**src/euv_delay.sv**
```systemverilog
module euv_delay #(
  parameter int WIDTH = 8,
  parameter int DEPTH = 2
) (
  input  logic             clk,
  input  logic             en,
  input  logic [WIDTH-1:0] d,
  output logic [WIDTH-1:0] q
);

  logic [WIDTH-1:0] sr_r [DEPTH];

  always_ff @(posedge clk) begin
    if (en) begin
      sr_r[0] <= d;
      for (int i = 1; i < DEPTH; i++) begin
        sr_r[i] <= sr_r[i-1];
      end
    end
  end

  assign q = sr_r[DEPTH-1];

endmodule

```
**config.mk**
```make
export PLATFORM = sky130hd
export DESIGN_NAME = euv_delay
export DESIGN_NICKNAME = d
export VERILOG_FILES = /design/src/euv_delay.sv
export SDC_FILE = /design/constraint.sdc
export NUM_CORES = 1
export LEC_CHECK = 0
export BUFFER_PORTS_ARGS = -buffer_cell sky130_fd_sc_hd__clkbuf_2
export CAP_MARGIN = 10
export CORE_AREA = 5 5 42 44
export DETAILED_ROUTE_END_ITERATION = 8
export DIE_AREA = 0 0 47 49
export GPL_TIMING_DRIVEN = 1
export MAX_ROUTING_LAYER = met4
export PLACE_DENSITY_LB_ADDON = 0.15
export SYNTH_ARGS = -nofsm -noshare
export SYNTH_HDL_FRONTEND = slang
export SYNTH_SLANG_ARGS = --single-unit
```
**constraint.sdc**
```tcl
create_clock -name clk -period 1.2 [get_ports clk]
set_input_delay 0.24 -clock clk [delete_from_list [all_inputs] [get_ports clk]]
set_output_delay 0.24 -clock clk [all_outputs]
set_load 0.01 [all_outputs]
```
==> out/results.txt <==
Die span in y: 49 um
Multi-input logic area: 0 um2
Final hold slack: 139 ps
Top reg by flops: sr_r
Vias: 225
Reg power frac: 68.4%
Yosys reg bits: 16
Die area: 0.00230 mm2
Slew HR: 76.3%
Max frequency: 982 MHz
Worst setup startpoint: sr_r[0][9]$_DFFE_PP_
Synth top area cells: edfxtp_1 (89%), buf_4 (11%)
Result of the run: complete, no violations
Placer Congestion: 0.592
Unique masters post-synth: 2
VDD IR max: 0.719 mV
Routed vias/inst: 4.25
Top flop regs: sr_r (16)
FF-to-FF Start: sr_r[0][5]$_DFFE_PP_
Worst path depth: 1
First-pass GRT wire length: 931 um
Hold buffers post-CTS: 0
CP Class: reg2out
Area of the core: 0.00140 mm2
Power Density: 1600 mW/mm2
Synth-to-layout area growth: 13.2%
CP delay by family, top: flip-flops
Ant diodes: 0
Worst Path Max Fanout: 1
Largest area contributor in the netlist: edfxtp_1
Vias in the first global route: 239
Startpoint types: register
Most common cell after layout, fill and taps aside: clkbuf_2
Setup TNS: 0 ps
ANT nets after route: 0
Max reg flops: 16
Register area share after synthesis: 88.9%
CP Cell Sequence: clkbuf_2
Synth Net Count: 34
Comb_multi_in: 0
Critical path's slowest cell: edfxtp_1
Comb power frac: 5.0%
Clock transition at path regs: 80 ps
Starting density of the core: 38.6%
Setup crit end: q[1]
R2R depth: 0
Finished Core Util: 43.7%
Clock buffer depth: 2
Hold WC Path Type: in2reg
Most frequent cells in the layout: clkbuf_2 (17), edfxtp_1 (16), clkbuf_4 (3)
Post_cts resized: 0
Max-cap violations: 0
P_leak: 0.000243 uW
I/O Buffers: 17
Crit-path max cell delay: 370 ps
Final Power: 981 uW
IO Pins: 18
Final period util: 84.8%
Rows: 14
WP buf/inv: 1
Setup Viol. Count Final: 0
Unrepaired setup endpoints after global routing: false
Period minus WS final: 1020 ps
Share of layout cells above drive strength 1: 54.1%
GRT Total Usage: 6.22%
Routed wire length: 597 um
Clk pwr share: 26.7%
Net Sw Frac: 18.1%
TritonCTS clock tree: done
CP arrival: 780 ps
Syn Std Cell Area: 541 um2
Internal cell power: 803 uW
CTS Sinks: 16
1st-pass router iterations: 1
Starting DRT DRC Count: 0
Die X: 47 um
CP Data Required Time: 960 ps
Remaining DRCs: 0
Fillers: 139
Final Skew: 2.10 ps
Top cell type's share of synthesized area: 88.9%
Cell count after synthesis: 24
CTS buffer count: 3
CTS H-Tree Depth: 1
Initial antenna violation count: 0
GRT overflow: 0
Register area: 480 um2
Wirelength per Cell: 11.3 um
Ys Warns: 0
Post-CTS setup buffers: 0
NetSw: 178 uW
Largest net degree at the start of global routing: 17
Reg2reg setup slack: 570 ps
Fin. Hold Viols: 0
Avg Cell Area, Syn: 22.5 um2
Worst-Margin Slew: 356 ps
Nets@finish: 48
Clk root buf: clkbuf_4
CP Capture Type: output port
Slew Viols, Final: 0
Worst R2R End: sr_r[0][13]$_DFFE_PP_
Clock insertion delay at the later pin of the skew report: 270 ps
-- metrics by stage --
step,instances,worst slack [ps],instance area (um2)
finish,53,182,612
global route,53,134,612
CTS,53,160,612
detailed placement,49,289,586
global placement,49,323,586
floorplan,24,484,541
-- power by group through the flow --
stage	sequential, uW	clock, uW	combinational [uW]
floorplan	681	0	33.9
global placement	682	0	48.3
detailed placement	686	0	50.4
CTS	673	277	50.4
global route	677	297	53.2
finish	671	262	48.6
-- layout make-up --
cell class	instances	share of cell area, %
sequential	16	78.5
clock inverter	1	0.613
clock buffer	3	3.68
timing repair buffer	17	13.9
tap	16	3.27
-- Yosys cell counts --
cell type  instances
buf_4              8
edfxtp_1          16
-- how the worst min path moves through the flow --
stage / start / to / cells after the start
6_report: d[2] / sr_r[0][2]$_DFFE_PP_ / 1
2_1_floorplan: d[0] / sr_r[0][0]$_DFFE_PP_ / 0
3_5_place_dp: sr_r[0][6]$_DFFE_PP_ / sr_r[0][14]$_DFFE_PP_ / 0
4_1_cts: d[2] / sr_r[0][2]$_DFFE_PP_ / 1
5_1_grt: d[2] / sr_r[0][2]$_DFFE_PP_ / 1
3_3_place_gp: sr_r[0][7]$_DFFE_PP_ / sr_r[0][15]$_DFFE_PP_ / 0
-- layer usage --
| metal | vias up | track usage [%] | wire [um] |
|---|---|---|---|
| li1 | 106 | - | - |
| met5 | - | - | 0 |
| met4 | 0 | 6.91 | 0 |
| met1 | 101 | 6.41 | 211 |
| met2 | 18 | 8.14 | 269 |
| met3 | 0 | 2.21 | 116 |
-- kinds of logic (layout without fill, tap and decap cells) --
group                  count (synthesis)  in the layout  share of synthesized area (%)
DFF                                   16             16                           88.9
buffers and inverters                  8             21                           11.1
Power figures use the tool's default switching activity.
